### config.mk
export PLATFORM = sky130hd
export DESIGN_NAME = m6502_ctrl
export DESIGN_NICKNAME = d
export VERILOG_FILES = /design/src/m6502_pkg.sv /design/src/m6502_ctrl.sv
export SDC_FILE = /design/constraint.sdc
export NUM_CORES = 1
export LEC_CHECK = 0
export ABC_CLOCK_PERIOD_IN_PS = 2660
export BUFFER_PORTS_ARGS = -buffer_cell sky130_fd_sc_hd__clkbuf_2
export CAP_MARGIN = 20
export CELL_PAD_IN_SITES_DETAIL_PLACEMENT = 0
export CELL_PAD_IN_SITES_GLOBAL_PLACEMENT = 1
export CORE_AREA = 5 5 63 65
export CTS_CLUSTER_SIZE = 8
export DETAILED_ROUTE_END_ITERATION = 8
export DIE_AREA = 0 0 68 70
export PLACE_DENSITY_LB_ADDON = 0.1
export SYNTH_ARGS = -nofsm -noshare
export SYNTH_HDL_FRONTEND = slang
export SYNTH_SLANG_ARGS = --single-unit
### constraint.sdc
create_clock -name i_clk -period 2.66 [get_ports i_clk]
set_input_delay 0.133 -clock i_clk [delete_from_list [all_inputs] [get_ports i_clk]]
set_output_delay 0.133 -clock i_clk [all_outputs]
set_load 0.01 [all_outputs]
### src/m6502_pkg.sv
package m6502_pkg;

    // Memory geometry
    localparam int MEM_BYTES = 65536;
    localparam int MEM_AW    = $clog2(MEM_BYTES);

    // Configuration register indexes
    localparam logic [1:0] CFG_JMP_BUG = 2'd0;
    localparam logic [1:0] CFG_START   = 2'd1;
    localparam logic [1:0] CFG_STACK   = 2'd2;

    // Reset values
    localparam logic [15:0] RST_PC     = 16'h0600;
    localparam logic [7:0]  RST_SP     = 8'hFF;
    localparam logic [7:0]  RST_STATUS = 8'h20;

    // Status bits
    localparam int FL_C = 0;
    localparam int FL_Z = 1;
    localparam int FL_I = 2;
    localparam int FL_D = 3;
    localparam int FL_B = 4;
    localparam int FL_U = 5;
    localparam int FL_V = 6;
    localparam int FL_N = 7;

    localparam logic [7:0] STACK_PAGE = 8'h01;

    typedef enum logic [1:0] {
        ACT_WRITE = 2'd0,
        ACT_READ  = 2'd1,
        ACT_SETPC = 2'd2,
        ACT_EXEC  = 2'd3
    } t_action;

    typedef enum logic [3:0] {
        AM_IMP, AM_ACC, AM_IMM, AM_ZP, AM_ZPX, AM_ZPY, AM_ABS, AM_ABX, AM_ABY,
        AM_IND, AM_IZX, AM_IZY, AM_REL
    } t_mode;

    typedef enum logic [5:0] {
        OP_BAD, OP_ADC, OP_AND, OP_ASL, OP_BCC, OP_BCS, OP_BEQ, OP_BIT, OP_BMI,
        OP_BNE, OP_BPL, OP_BRK, OP_BVC, OP_BVS, OP_CLC, OP_CLD, OP_CLI, OP_CLV, OP_CMP,
        OP_CPX, OP_CPY, OP_DEC, OP_DEX, OP_DEY, OP_EOR, OP_INC, OP_INX, OP_INY, OP_JMP,
        OP_JSR, OP_LDA, OP_LDX, OP_LDY, OP_LSR, OP_NOP, OP_ORA, OP_PHA, OP_PHP, OP_PLA,
        OP_PLP, OP_ROL, OP_ROR, OP_RTI, OP_RTS, OP_SBC, OP_SEC, OP_SED, OP_SEI, OP_STA,
        OP_STX, OP_STY, OP_TAX, OP_TAY, OP_TSX, OP_TXA, OP_TXS, OP_TYA
    } t_op;

    typedef enum logic [4:0] {
        S_CLEAR, S_IDLE, S_RDCAP, S_DEC, S_B1, S_B2, S_I1, S_I2, S_P1, S_P2,
        S_EA, S_LOAD, S_EXEC, S_POP1, S_POP2, S_POP3, S_BRK2, S_BRK3, S_JSR2, S_DONE
    } t_state;

    // Micro-operations issued by the controller to the datapath
    typedef enum logic [4:0] {
        U_NONE, U_CLR, U_WRITE, U_READ, U_SETPC, U_FETCH, U_CAPT, U_DEC, U_B1, U_B2,
        U_I1, U_I2, U_P1, U_P2, U_EA, U_LOAD, U_EXEC, U_POP1, U_POP2, U_POP3,
        U_BRK2, U_BRK3, U_JSR2, U_OUT
    } t_uop;

    typedef struct packed {
        t_op   op;
        t_mode mode;
    } t_dec;

    typedef struct packed {
        t_uop  uop;
        t_op   op;
        t_mode mode;
    } t_cmd;

    typedef struct packed {
        t_op   dec_op;
        t_mode dec_mode;
        logic  clr_last;
        logic  out_free;
    } t_sts;

    function automatic t_dec decode(input logic [7:0] opc);
        t_dec d;
        d = '{OP_BAD, AM_IMP};
        case (opc)
            8'h00: d = '{OP_BRK, AM_IMP};  8'h01: d = '{OP_ORA, AM_IZX};
            8'h05: d = '{OP_ORA, AM_ZP};   8'h06: d = '{OP_ASL, AM_ZP};
            8'h08: d = '{OP_PHP, AM_IMP};  8'h09: d = '{OP_ORA, AM_IMM};
            8'h0A: d = '{OP_ASL, AM_ACC};  8'h0D: d = '{OP_ORA, AM_ABS};
            8'h0E: d = '{OP_ASL, AM_ABS};
            8'h10: d = '{OP_BPL, AM_REL};  8'h11: d = '{OP_ORA, AM_IZY};
            8'h15: d = '{OP_ORA, AM_ZPX};  8'h16: d = '{OP_ASL, AM_ZPX};
            8'h18: d = '{OP_CLC, AM_IMP};  8'h19: d = '{OP_ORA, AM_ABY};
            8'h1D: d = '{OP_ORA, AM_ABX};  8'h1E: d = '{OP_ASL, AM_ABX};
            8'h20: d = '{OP_JSR, AM_ABS};  8'h21: d = '{OP_AND, AM_IZX};
            8'h24: d = '{OP_BIT, AM_ZP};   8'h25: d = '{OP_AND, AM_ZP};
            8'h26: d = '{OP_ROL, AM_ZP};   8'h28: d = '{OP_PLP, AM_IMP};
            8'h29: d = '{OP_AND, AM_IMM};  8'h2A: d = '{OP_ROL, AM_ACC};
            8'h2C: d = '{OP_BIT, AM_ABS};  8'h2D: d = '{OP_AND, AM_ABS};
            8'h2E: d = '{OP_ROL, AM_ABS};
            8'h30: d = '{OP_BMI, AM_REL};  8'h31: d = '{OP_AND, AM_IZY};
            8'h35: d = '{OP_AND, AM_ZPX};  8'h36: d = '{OP_ROL, AM_ZPX};
            8'h38: d = '{OP_SEC, AM_IMP};  8'h39: d = '{OP_AND, AM_ABY};
            8'h3D: d = '{OP_AND, AM_ABX};  8'h3E: d = '{OP_ROL, AM_ABX};
            8'h40: d = '{OP_RTI, AM_IMP};  8'h41: d = '{OP_EOR, AM_IZX};
            8'h45: d = '{OP_EOR, AM_ZP};   8'h46: d = '{OP_LSR, AM_ZP};
            8'h48: d = '{OP_PHA, AM_IMP};  8'h49: d = '{OP_EOR, AM_IMM};
            8'h4A: d = '{OP_LSR, AM_ACC};  8'h4C: d = '{OP_JMP, AM_ABS};
            8'h4D: d = '{OP_EOR, AM_ABS};  8'h4E: d = '{OP_LSR, AM_ABS};
            8'h50: d = '{OP_BVC, AM_REL};  8'h51: d = '{OP_EOR, AM_IZY};
            8'h55: d = '{OP_EOR, AM_ZPX};  8'h56: d = '{OP_LSR, AM_ZPX};
            8'h58: d = '{OP_CLI, AM_IMP};  8'h59: d = '{OP_EOR, AM_ABY};
            8'h5D: d = '{OP_EOR, AM_ABX};  8'h5E: d = '{OP_LSR, AM_ABX};
            8'h60: d = '{OP_RTS, AM_IMP};  8'h61: d = '{OP_ADC, AM_IZX};
            8'h65: d = '{OP_ADC, AM_ZP};   8'h66: d = '{OP_ROR, AM_ZP};
            8'h68: d = '{OP_PLA, AM_IMP};  8'h69: d = '{OP_ADC, AM_IMM};
            8'h6A: d = '{OP_ROR, AM_ACC};  8'h6C: d = '{OP_JMP, AM_IND};
            8'h6D: d = '{OP_ADC, AM_ABS};  8'h6E: d = '{OP_ROR, AM_ABS};
            8'h70: d = '{OP_BVS, AM_REL};  8'h71: d = '{OP_ADC, AM_IZY};
            8'h75: d = '{OP_ADC, AM_ZPX};  8'h76: d = '{OP_ROR, AM_ZPX};
            8'h78: d = '{OP_SEI, AM_IMP};  8'h79: d = '{OP_ADC, AM_ABY};
            8'h7D: d = '{OP_ADC, AM_ABX};  8'h7E: d = '{OP_ROR, AM_ABX};
            8'h81: d = '{OP_STA, AM_IZX};  8'h84: d = '{OP_STY, AM_ZP};
            8'h85: d = '{OP_STA, AM_ZP};   8'h86: d = '{OP_STX, AM_ZP};
            8'h88: d = '{OP_DEY, AM_IMP};  8'h8A: d = '{OP_TXA, AM_IMP};
            8'h8C: d = '{OP_STY, AM_ABS};  8'h8D: d = '{OP_STA, AM_ABS};
            8'h8E: d = '{OP_STX, AM_ABS};
            8'h90: d = '{OP_BCC, AM_REL};  8'h91: d = '{OP_STA, AM_IZY};
            8'h94: d = '{OP_STY, AM_ZPX};  8'h95: d = '{OP_STA, AM_ZPX};
            8'h96: d = '{OP_STX, AM_ZPY};  8'h98: d = '{OP_TYA, AM_IMP};
            8'h99: d = '{OP_STA, AM_ABY};  8'h9A: d = '{OP_TXS, AM_IMP};
            8'h9D: d = '{OP_STA, AM_ABX};
            8'hA0: d = '{OP_LDY, AM_IMM};  8'hA1: d = '{OP_LDA, AM_IZX};
            8'hA2: d = '{OP_LDX, AM_IMM};  8'hA4: d = '{OP_LDY, AM_ZP};
            8'hA5: d = '{OP_LDA, AM_ZP};   8'hA6: d = '{OP_LDX, AM_ZP};
            8'hA8: d = '{OP_TAY, AM_IMP};  8'hA9: d = '{OP_LDA, AM_IMM};
            8'hAA: d = '{OP_TAX, AM_IMP};  8'hAC: d = '{OP_LDY, AM_ABS};
            8'hAD: d = '{OP_LDA, AM_ABS};  8'hAE: d = '{OP_LDX, AM_ABS};
            8'hB0: d = '{OP_BCS, AM_REL};  8'hB1: d = '{OP_LDA, AM_IZY};
            8'hB4: d = '{OP_LDY, AM_ZPX};  8'hB5: d = '{OP_LDA, AM_ZPX};
            8'hB6: d = '{OP_LDX, AM_ZPY};  8'hB8: d = '{OP_CLV, AM_IMP};
            8'hB9: d = '{OP_LDA, AM_ABY};  8'hBA: d = '{OP_TSX, AM_IMP};
            8'hBC: d = '{OP_LDY, AM_ABX};  8'hBD: d = '{OP_LDA, AM_ABX};
            8'hBE: d = '{OP_LDX, AM_ABY};
            8'hC0: d = '{OP_CPY, AM_IMM};  8'hC1: d = '{OP_CMP, AM_IZX};
            8'hC4: d = '{OP_CPY, AM_ZP};   8'hC5: d = '{OP_CMP, AM_ZP};
            8'hC6: d = '{OP_DEC, AM_ZP};   8'hC8: d = '{OP_INY, AM_IMP};
            8'hC9: d = '{OP_CMP, AM_IMM};  8'hCA: d = '{OP_DEX, AM_IMP};
            8'hCC: d = '{OP_CPY, AM_ABS};  8'hCD: d = '{OP_CMP, AM_ABS};
            8'hCE: d = '{OP_DEC, AM_ABS};
            8'hD0: d = '{OP_BNE, AM_REL};  8'hD1: d = '{OP_CMP, AM_IZY};
            8'hD5: d = '{OP_CMP, AM_ZPX};  8'hD6: d = '{OP_DEC, AM_ZPX};
            8'hD8: d = '{OP_CLD, AM_IMP};  8'hD9: d = '{OP_CMP, AM_ABY};
            8'hDD: d = '{OP_CMP, AM_ABX};  8'hDE: d = '{OP_DEC, AM_ABX};
            8'hE0: d = '{OP_CPX, AM_IMM};  8'hE1: d = '{OP_SBC, AM_IZX};
            8'hE4: d = '{OP_CPX, AM_ZP};   8'hE5: d = '{OP_SBC, AM_ZP};
            8'hE6: d = '{OP_INC, AM_ZP};   8'hE8: d = '{OP_INX, AM_IMP};
            8'hE9: d = '{OP_SBC, AM_IMM};  8'hEA: d = '{OP_NOP, AM_IMP};
            8'hEC: d = '{OP_CPX, AM_ABS};  8'hED: d = '{OP_SBC, AM_ABS};
            8'hEE: d = '{OP_INC, AM_ABS};
            8'hF0: d = '{OP_BEQ, AM_REL};  8'hF1: d = '{OP_SBC, AM_IZY};
            8'hF5: d = '{OP_SBC, AM_ZPX};  8'hF6: d = '{OP_INC, AM_ZPX};
            8'hF8: d = '{OP_SED, AM_IMP};  8'hF9: d = '{OP_SBC, AM_ABY};
            8'hFD: d = '{OP_SBC, AM_ABX};  8'hFE: d = '{OP_INC, AM_ABX};
            default: d = '{OP_BAD, AM_IMP};
        endcase
        return d;
    endfunction

endpackage

### src/m6502_ctrl.sv
module m6502_ctrl (
    input  logic              i_clk,
    input  logic              i_rst_n,
    input  logic              i_in_valid,
    input  logic [1:0]        i_action,
    input  m6502_pkg::t_sts   i_sts,
    output logic              o_in_ready,
    output m6502_pkg::t_cmd   o_cmd
);

    m6502_pkg::t_state r_state, n_state;
    m6502_pkg::t_op    r_op, n_op;
    m6502_pkg::t_mode  r_mode, n_mode;
    m6502_pkg::t_action act;
    logic accept;

    assign act    = m6502_pkg::t_action'(i_action);
    assign accept = i_in_valid && (r_state == m6502_pkg::S_IDLE);

    // Hold state and decoded instruction
    always_ff @(posedge i_clk) begin
        if (!i_rst_n) begin
            r_state <= m6502_pkg::S_CLEAR;
            r_op    <= m6502_pkg::OP_BAD;
            r_mode  <= m6502_pkg::AM_IMP;
        end else begin
            r_state <= n_state;
            r_op    <= n_op;
            r_mode  <= n_mode;
        end
    end

    // Latch decode of the opcode word
    always_comb begin
        n_op   = r_op;
        n_mode = r_mode;
        if (r_state == m6502_pkg::S_DEC) begin
            n_op   = i_sts.dec_op;
            n_mode = i_sts.dec_mode;
        end
    end

    // Next state
    always_comb begin
        n_state = r_state;
        unique case (r_state)
            m6502_pkg::S_CLEAR: if (i_sts.clr_last) n_state = m6502_pkg::S_IDLE;
            m6502_pkg::S_IDLE: begin
                if (accept) begin
                    unique case (act)
                        m6502_pkg::ACT_WRITE: n_state = m6502_pkg::S_DONE;
                        m6502_pkg::ACT_READ:  n_state = m6502_pkg::S_RDCAP;
                        m6502_pkg::ACT_SETPC: n_state = m6502_pkg::S_DONE;
                        m6502_pkg::ACT_EXEC:  n_state = m6502_pkg::S_DEC;
                    endcase
                end
            end
            m6502_pkg::S_RDCAP: n_state = m6502_pkg::S_DONE;
            m6502_pkg::S_DEC: begin
                priority if (i_sts.dec_op == m6502_pkg::OP_BAD) n_state = m6502_pkg::S_DONE;
                else if (i_sts.dec_mode == m6502_pkg::AM_IMP ||
                         i_sts.dec_mode == m6502_pkg::AM_ACC) n_state = m6502_pkg::S_EXEC;
                else if (i_sts.dec_mode == m6502_pkg::AM_IMM) n_state = m6502_pkg::S_LOAD;
                else n_state = m6502_pkg::S_B1;
            end
            m6502_pkg::S_B1: begin
                priority if (r_mode == m6502_pkg::AM_REL) n_state = m6502_pkg::S_EXEC;
                else if (r_mode == m6502_pkg::AM_ZP || r_mode == m6502_pkg::AM_ZPX ||
                         r_mode == m6502_pkg::AM_ZPY) n_state = m6502_pkg::S_EA;
                else if (r_mode == m6502_pkg::AM_IZX ||
                         r_mode == m6502_pkg::AM_IZY) n_state = m6502_pkg::S_P1;
                else n_state = m6502_pkg::S_B2;
            end
            m6502_pkg::S_B2:
                n_state = (r_mode == m6502_pkg::AM_IND) ? m6502_pkg::S_I1 : m6502_pkg::S_EA;
            m6502_pkg::S_I1: n_state = m6502_pkg::S_I2;
            m6502_pkg::S_I2: n_state = m6502_pkg::S_EA;
            m6502_pkg::S_P1: n_state = m6502_pkg::S_P2;
            m6502_pkg::S_P2: n_state = m6502_pkg::S_EA;
            m6502_pkg::S_EA: begin
                priority if (r_op == m6502_pkg::OP_STA || r_op == m6502_pkg::OP_STX ||
                             r_op == m6502_pkg::OP_STY || r_op == m6502_pkg::OP_JMP)
                    n_state = m6502_pkg::S_DONE;
                else if (r_op == m6502_pkg::OP_JSR) n_state = m6502_pkg::S_JSR2;
                else n_state = m6502_pkg::S_LOAD;
            end
            m6502_pkg::S_LOAD: n_state = m6502_pkg::S_EXEC;
            m6502_pkg::S_EXEC: begin
                priority if (r_op == m6502_pkg::OP_PLA || r_op == m6502_pkg::OP_PLP ||
                             r_op == m6502_pkg::OP_RTS || r_op == m6502_pkg::OP_RTI)
                    n_state = m6502_pkg::S_POP1;
                else if (r_op == m6502_pkg::OP_BRK) n_state = m6502_pkg::S_BRK2;
                else n_state = m6502_pkg::S_DONE;
            end
            m6502_pkg::S_POP1: begin
                priority if (r_op == m6502_pkg::OP_RTI) n_state = m6502_pkg::S_POP2;
                else if (r_op == m6502_pkg::OP_RTS) n_state = m6502_pkg::S_POP3;
                else n_state = m6502_pkg::S_DONE;
            end
            m6502_pkg::S_POP2: n_state = m6502_pkg::S_POP3;
            m6502_pkg::S_POP3: n_state = m6502_pkg::S_DONE;
            m6502_pkg::S_BRK2: n_state = m6502_pkg::S_BRK3;
            m6502_pkg::S_BRK3: n_state = m6502_pkg::S_DONE;
            m6502_pkg::S_JSR2: n_state = m6502_pkg::S_DONE;
            m6502_pkg::S_DONE: if (i_sts.out_free) n_state = m6502_pkg::S_IDLE;
            default: n_state = m6502_pkg::S_CLEAR;
        endcase
    end

    // Commands to the datapath
    always_comb begin
        o_in_ready = (r_state == m6502_pkg::S_IDLE);
        o_cmd.op   = r_op;
        o_cmd.mode = r_mode;
        o_cmd.uop  = m6502_pkg::U_NONE;
        unique case (r_state)
            m6502_pkg::S_CLEAR: o_cmd.uop = m6502_pkg::U_CLR;
            m6502_pkg::S_IDLE: begin
                if (accept) begin
                    unique case (act)
                        m6502_pkg::ACT_WRITE: o_cmd.uop = m6502_pkg::U_WRITE;
                        m6502_pkg::ACT_READ:  o_cmd.uop = m6502_pkg::U_READ;
                        m6502_pkg::ACT_SETPC: o_cmd.uop = m6502_pkg::U_SETPC;
                        m6502_pkg::ACT_EXEC:  o_cmd.uop = m6502_pkg::U_FETCH;
                    endcase
                end
            end
            m6502_pkg::S_RDCAP: o_cmd.uop = m6502_pkg::U_CAPT;
            m6502_pkg::S_DEC:   o_cmd.uop = m6502_pkg::U_DEC;
            m6502_pkg::S_B1:    o_cmd.uop = m6502_pkg::U_B1;
            m6502_pkg::S_B2:    o_cmd.uop = m6502_pkg::U_B2;
            m6502_pkg::S_I1:    o_cmd.uop = m6502_pkg::U_I1;
            m6502_pkg::S_I2:    o_cmd.uop = m6502_pkg::U_I2;
            m6502_pkg::S_P1:    o_cmd.uop = m6502_pkg::U_P1;
            m6502_pkg::S_P2:    o_cmd.uop = m6502_pkg::U_P2;
            m6502_pkg::S_EA:    o_cmd.uop = m6502_pkg::U_EA;
            m6502_pkg::S_LOAD:  o_cmd.uop = m6502_pkg::U_LOAD;
            m6502_pkg::S_EXEC:  o_cmd.uop = m6502_pkg::U_EXEC;
            m6502_pkg::S_POP1:  o_cmd.uop = m6502_pkg::U_POP1;
            m6502_pkg::S_POP2:  o_cmd.uop = m6502_pkg::U_POP2;
            m6502_pkg::S_POP3:  o_cmd.uop = m6502_pkg::U_POP3;
            m6502_pkg::S_BRK2:  o_cmd.uop = m6502_pkg::U_BRK2;
            m6502_pkg::S_BRK3:  o_cmd.uop = m6502_pkg::U_BRK3;
            m6502_pkg::S_JSR2:  o_cmd.uop = m6502_pkg::U_JSR2;
            m6502_pkg::S_DONE:
                o_cmd.uop = i_sts.out_free ? m6502_pkg::U_OUT : m6502_pkg::U_NONE;
            default: o_cmd.uop = m6502_pkg::U_NONE;
        endcase
    end

endmodule

==> results of run 1 <==
==> final timing paths <==
check,to,slack [ps],depth (start not counted)
worst min-delay path,r_op[3],80,3
worst max-delay path,o_cmd[12],680,6
worst min register to register,r_op[4],590,2
worst max register to register,r_state[3],730,5
==> state kept, by name, indices dropped and copies added, names as in the netlist <==
signal   count
r_mode       4
r_op         6
r_state      5
==> logic make-up (layout without fill, tap and decap cells) <==
group / count (synthesis) / in the layout / share of synthesized area
multiplexers: 10 / 10 / 0.0808
buffers and inverters: 17 / 47 / 0.0586
AND/OR/NAND/NOR: 80 / 80 / 0.326
XOR/XNOR: 1 / 1 / 0.00707
AO/OA/AOI/OAI: 51 / 51 / 0.285
flip-flops: 15 / 15 / 0.242
==> layout make-up <==
type / count / share of cell area
flip-flops and latches: 15 / 0.204
well taps: 46 / 0.0391
multi-input cells: 142 / 0.589
clock inverters: 1 / 0.00511
repair buffers: 36 / 0.129
clock buffers: 3 / 0.0153
inverters: 7 / 0.0179
==> metal layers <==
layer	up-vias	part of all wire
li1	696	-
met1	658	0.45
met2	52	0.49
met3	8	0.042
met4	0	0.018
met5	-	0
==> metrics by stage <==
stage | cell area [um2] | instances
3_5_place_dp | 1440 | 246
2_1_floorplan | 1240 | 174
4_1_cts | 1470 | 250
6_report | 1470 | 250
3_3_place_gp | 1440 | 246
5_1_grt | 1470 | 250
==> worst min-delay path, delay by kind of cell <==
family | cells | cell delay [ps]
buffers and inverters | 1 | 90
AND/OR/NAND/NOR | 1 | 70
multiplexers | 1 | 60
==> power by group <==
group,internal (W),leakage [nW],switching [W]
registers,0.000259,0.121,0.0000905
logic,0.000254,0.502,0.000356
clock network,0.0000572,0.0139,0.0000811
total,0.000570,0.637,0.000528
==> placed cells by master, fill, tap and decap left out, drive strengths merged, types with 2 or more instances in the layout <==
| master | n |
|---|---|
| nand4b | 2 |
| clkbuf | 35 |
| nand2b | 9 |
| o21ai | 11 |
| nor4b | 2 |
| nor2 | 23 |
| a211o | 3 |
| nand3 | 10 |
| o22ai | 3 |
| nor3 | 4 |
| mux2i | 10 |
| a31oi | 3 |
| a21oi | 13 |
| a2111oi | 3 |
| inv | 7 |
| a41oi | 2 |
| nor2b | 5 |
| nand3b | 2 |
| buf | 4 |
| o211ai | 3 |
| dfxtp | 15 |
| or3 | 2 |
| nand2 | 16 |
| o21a | 2 |
==> metrics.cfg, run 1 <==
[synth]
synth_top_area_share = 0.242
ys_top_cells_by_area = dfxtp_1, mux2i_1, nor2_1
yosysSeqAreaShare = 0.242
synth_top_cell_by_area = dfxtp_1
synthTopCellsByCount = nor2_1, nand2_1, dfxtp_1
async_reset_ff_frac = 0
yosysMostFrequentCell = nor2_1
synth_ff_type = dfxtp_1
syn_nets = 191
syn_avg_cell_area_um2 = 7.12
syn_area_um2 = 1240
synth_edf_count = 0
yosysWarnings = 0
ys_ff_latch = 15
synth_cell_types = 43
syn_inst = 174

[flow_run]
drv_cap = 0

[setup_path]
startpoint = r_state[0]
cp-start-kind = flip-flop
crit_type = flip-flop to primary output
worstPathArrival_ps = 1850
critPathMaxFanout = 15
r2r_start = r_state[0]
slowest_stage = dfxtp_1
crit_buf_inv = 2
worstPathCellList = inv_1 -> nor3_1 -> o21ai_0 -> o21ai_1 -> nor2_1 -> clkbuf_2
cp.required_ps = 2530
cp_top_family = flip-flops
cpPeakStageDelay_ps = 660
cp-end-kind = primary output

[floorplan]
start_util = 0.377
rows = 21
die_h_um = 70
die_w_um = 68
placeableCoreArea_um2 = 3280
dieArea_um2 = 4760
io_pins = 33

[place]
numPortBuffers = 32
place.gp.congestion = 0.839
place_hpwl_um = 2910
dp_slack_ps = 772

[detailed_routing]
vias = 1414
wl_per_cell_um = 14.9
vias_per_cell = 5.66
routed_wl_um = 3720
firstDrtPassIters = 4
drtIter0Drc = 119
drtAntennaViolNets = 0
drc = 0

[global_route]
antenna_found_initial = 0
gr-usage-all-layers = 0.161
grt_start_max_net_pins = 19
use_met2 = 0.262
busiest_layer = met2
grtUsageMet3 = 0.0288
grt_pass1_wl_um = 6160
use_met1 = 0.204
grt_pass1_vias = 1372
gr-total-overflow = 0

[clock_network]
postCtsResizedCells = 0
postCtsSetupRepairBufs = 0
clkTransAtPathRegs_ps = 110
h-tree-depth = 1
cts_sinks = 15
cts_hold_buf = 0
cts_buffer_depth = 2
clk_latency_ps = 300
cts_buffers = 3
cts_tree = done
ctsRootBufferMaster = clkbuf_4

[status]
status = finished, final reports clean

[sta]
finClkSkew_ps = 20.5
setup-violations-final = 0
max_freq_mhz = 505
timing.final.ws_setup_ps = 679
finalSetupTns_ps = 0
final_max_slew_viol_count = 0
post-route-period-util = 0.745
rsz0062_at_grt = no
period_needed_ps = 1980
worst_slew_pin_slew_ps = 574
whs_ps = 79.9
hold_violations = 0
slew_headroom = 0.617

[power_and_ir_drop]
p_leak_nw = 0.637
finalPower_w = 0.00110
p_per_area_nw_per_um2 = 747
ir_drop_uv = 265

[cells_and_area]
synthToLayoutAreaGrowth_pct = 18.7
multi_input_area_um2 = 866
fillCellCount = 357
utilization = 0.448
antenna_cells = 0
layout-drive-gt1-share = 0.221
seq_area_um2 = 300
fin_nets = 222

[worst_hold_path]
worstHoldStart = i_sts[9]
min_path_type = input pin to flip-flop

Note: power is estimated with default switching activity, not from simulation.
==> run 2, diff against run 1 <==
--- a/config.mk
+++ b/config.mk
@@ -5,15 +5,15 @@
 export SDC_FILE = /design/constraint.sdc
 export NUM_CORES = 1
 export LEC_CHECK = 0
-export ABC_CLOCK_PERIOD_IN_PS = 2660
+export ABC_CLOCK_PERIOD_IN_PS = 2000
 export BUFFER_PORTS_ARGS = -buffer_cell sky130_fd_sc_hd__clkbuf_2
 export CAP_MARGIN = 20
 export CELL_PAD_IN_SITES_DETAIL_PLACEMENT = 0
 export CELL_PAD_IN_SITES_GLOBAL_PLACEMENT = 1
-export CORE_AREA = 5 5 63 65
+export CORE_AREA = 5 5 64 66
 export CTS_CLUSTER_SIZE = 8
 export DETAILED_ROUTE_END_ITERATION = 8
-export DIE_AREA = 0 0 68 70
+export DIE_AREA = 0 0 69 71
 export PLACE_DENSITY_LB_ADDON = 0.1
 export SYNTH_ARGS = -nofsm -noshare
 export SYNTH_HDL_FRONTEND = slang
==> constraint.sdc (replaced) <==
create_clock -name i_clk -period 2 [get_ports i_clk]
set_input_delay 0.1 -clock i_clk [delete_from_list [all_inputs] [get_ports i_clk]]
set_output_delay 0.1 -clock i_clk [all_outputs]
set_load 0.01 [all_outputs]
==> run 2 against run 1 <==
First-iteration DRC count fell by 33%. Worst setup slack worse by 450 ps. Power rose by 35%. Final area increased by 2.0%. Largest cell class unchanged.
==> metrics.cfg, run 2 (same netlist as run 1, synthesis figures left out) <==
[floorplan]
rows = 22  ; was 21
start_util = 0.352  ; was 0.377
dieArea_um2 = 4900  ; was 4760 um2
die_w_um = 69  ; was 68 um
io_pins = 33  ; unchanged
die_h_um = 71  ; was 70 um
placeableCoreArea_um2 = 3520  ; was 3280 um2

[clock_network]
cts_buffers = 3  ; unchanged
postCtsSetupRepairBufs = 0  ; unchanged
cts_hold_buf = 0  ; unchanged
clkTransAtPathRegs_ps = 90  ; was 110 ps
postCtsResizedCells = 0  ; unchanged
clk_latency_ps = 280  ; was 300 ps
ctsRootBufferMaster = clkbuf_4  ; unchanged
cts_buffer_depth = 2  ; unchanged
h-tree-depth = 1  ; unchanged
cts_tree = done  ; unchanged
cts_sinks = 15  ; unchanged

[setup_path]
critPathMaxFanout = 9  ; was 15
r2r_start = r_state[1]  ; was r_state[0]
crit_type = flip-flop to flip-flop  ; was flip-flop to primary output
cp.required_ps = 2200  ; was 2530 ps
r2r_slack_ps = 230  ; was 730 ps
cp-end-kind = flip-flop  ; was primary output
startpoint = r_state[1]  ; was r_state[0]
reg2reg_depth = 5  ; unchanged
cp-start-kind = flip-flop  ; unchanged
worstPathArrival_ps = 1970  ; was 1850 ps
crit_end = r_state[3]  ; was o_cmd[12]
rr_endpoint = r_state[3]  ; unchanged

[cells_and_area]
layout-drive-gt1-share = 0.238  ; was 0.221
layout_commonest_cell = clkbuf_2  ; unchanged
regMostFlops = r_op  ; unchanged
layout_common_cells = clkbuf_2, nor2_1, nand2_1  ; unchanged
fillCellCount = 418  ; was 357
antenna_cells = 0  ; unchanged
fin_nets = 224  ; was 222
utilization = 0.425  ; was 0.448
synthToLayoutAreaGrowth_pct = 21.0  ; was 18.7%
biggestRegsByFlops = r_op: 6 flops, r_state: 5 flops, r_mode: 4 flops  ; unchanged
seq_area_um2 = 303  ; was 300 um2
multi_input_area_um2 = 878  ; was 866 um2
largest_reg_flops = 6  ; unchanged

[global_route]
grt_pass1_vias = 1308  ; was 1372
gr-total-overflow = 0  ; unchanged
gr-usage-all-layers = 0.150  ; was 0.161
grt_start_max_net_pins = 19  ; unchanged
antenna_found_initial = 0  ; unchanged
grt_pass1_wl_um = 6090  ; was 6160 um

[detailed_routing]
drtAntennaViolNets = 0  ; unchanged
routed_wl_um = 3690  ; was 3720 um
vias_per_cell = 5.54  ; was 5.66
firstDrtPassIters = 4  ; unchanged
vias = 1406  ; was 1414
drc = 0  ; unchanged
drtIter0Drc = 80  ; was 119
wl_per_cell_um = 14.5  ; was 14.9 um

[sta]
post-route-period-util = 0.883
setup-violations-final = 0  ; unchanged
finClkSkew_ps = 8.32  ; was 20.5 ps
finalSetupTns_ps = 0  ; unchanged
slew_headroom = 0.632  ; was 0.617
hold_violations = 0  ; unchanged
max_freq_mhz = 566
period_needed_ps = 1770
worst_slew_pin_slew_ps = 544  ; was 574 ps
final_max_slew_viol_count = 0  ; unchanged
rsz0062_at_grt = no  ; unchanged

[place]
numPortBuffers = 32  ; unchanged
place.gp.congestion = 0.847  ; was 0.839
place_hpwl_um = 2920  ; was 2910 um

[flow_run]
drv_cap = 0  ; unchanged

[power_and_ir_drop]
p_per_area_nw_per_um2 = 990  ; was 747 nW/um2
p_leak_nw = 0.655  ; was 0.637 nW
ir_drop_uv = 390  ; was 265 uV

[worst_hold_path]
min_path_type = input pin to flip-flop  ; unchanged

[status]
status = finished, final reports clean  ; unchanged

[run 2: changes by cell type in the layout (fill, tap and decap cells not counted)]
cell / delta
nor4b_1: -1
dfxtp_2: +2
clkinvlp_4: -1
nor4b_2: +1
dfxtp_1: -2
nor3_4: +1
clkbuf_1: +1
nor3_2: -1
buf_4: +2
[run 2: worst min path at each step]
stage,startpoint,endpoint,slack [ps],cells after the start
after floorplan,i_rst_n,r_state[2],230,1
after global placement,i_sts[6],r_op[0],350,3
after detailed placement,i_sts[6],r_op[0],360,3
after CTS,i_sts[7],r_op[1],60,3
after global routing,i_rst_n,r_state[2],50,2
final,i_sts[7],r_op[1],60,3
[run 2: report_power, final]
| group | internal (W) | leakage (nW) | switching, W |
|---|---|---|---|
| logic | 0.000360 | 0.518 | 0.000473 |
| clock network | 0.0000773 | 0.0150 | 0.0000954 |
| registers | 0.000347 | 0.122 | 0.000130 |
| total | 0.000785 | 0.655 | 0.000699 |
[run 2: stage by stage]
stage | hold slack [ps] | power, W | setup WS [ps] | std cells | cell area, um2
after floorplan | 228 | 0.00100 | 508 | 174 | 1240
final | 63.3 | 0.00148 | 233 | 254 | 1500
after global routing | 51.3 | 0.00162 | 83.0 | 254 | 1500
after CTS | 55.9 | 0.00148 | 145 | 254 | 1480
after detailed placement | 357 | 0.00130 | 196 | 250 | 1460
after global placement | 348 | 0.00131 | 255 | 250 | 1460
[run 2: area by class of cell]
type | count | area share
multi-input cells | 142 | 0.586
inverters | 7 | 0.0175
repair buffers | 38 | 0.137
well taps | 48 | 0.0401
flip-flops and latches | 15 | 0.202
clock buffers | 4 | 0.0175
[run 2: worst max-delay path: stages, from the launching register on]
cell      delay (ps)
dfxtp_1          580
nand2b_1         200
or3_1            390
nand2b_1         190
o21a_1           190
a31oi_1          140
[run 2: per-layer routing]
metal / track usage / vias up / share of wire
met5: 0 / - / 0
met4: 0.0390 / 0 / 0.0057
met3: 0.0256 / 2 / 0.072
met2: 0.266 / 54 / 0.48
met1: 0.187 / 645 / 0.44
li1: - / 705 / -
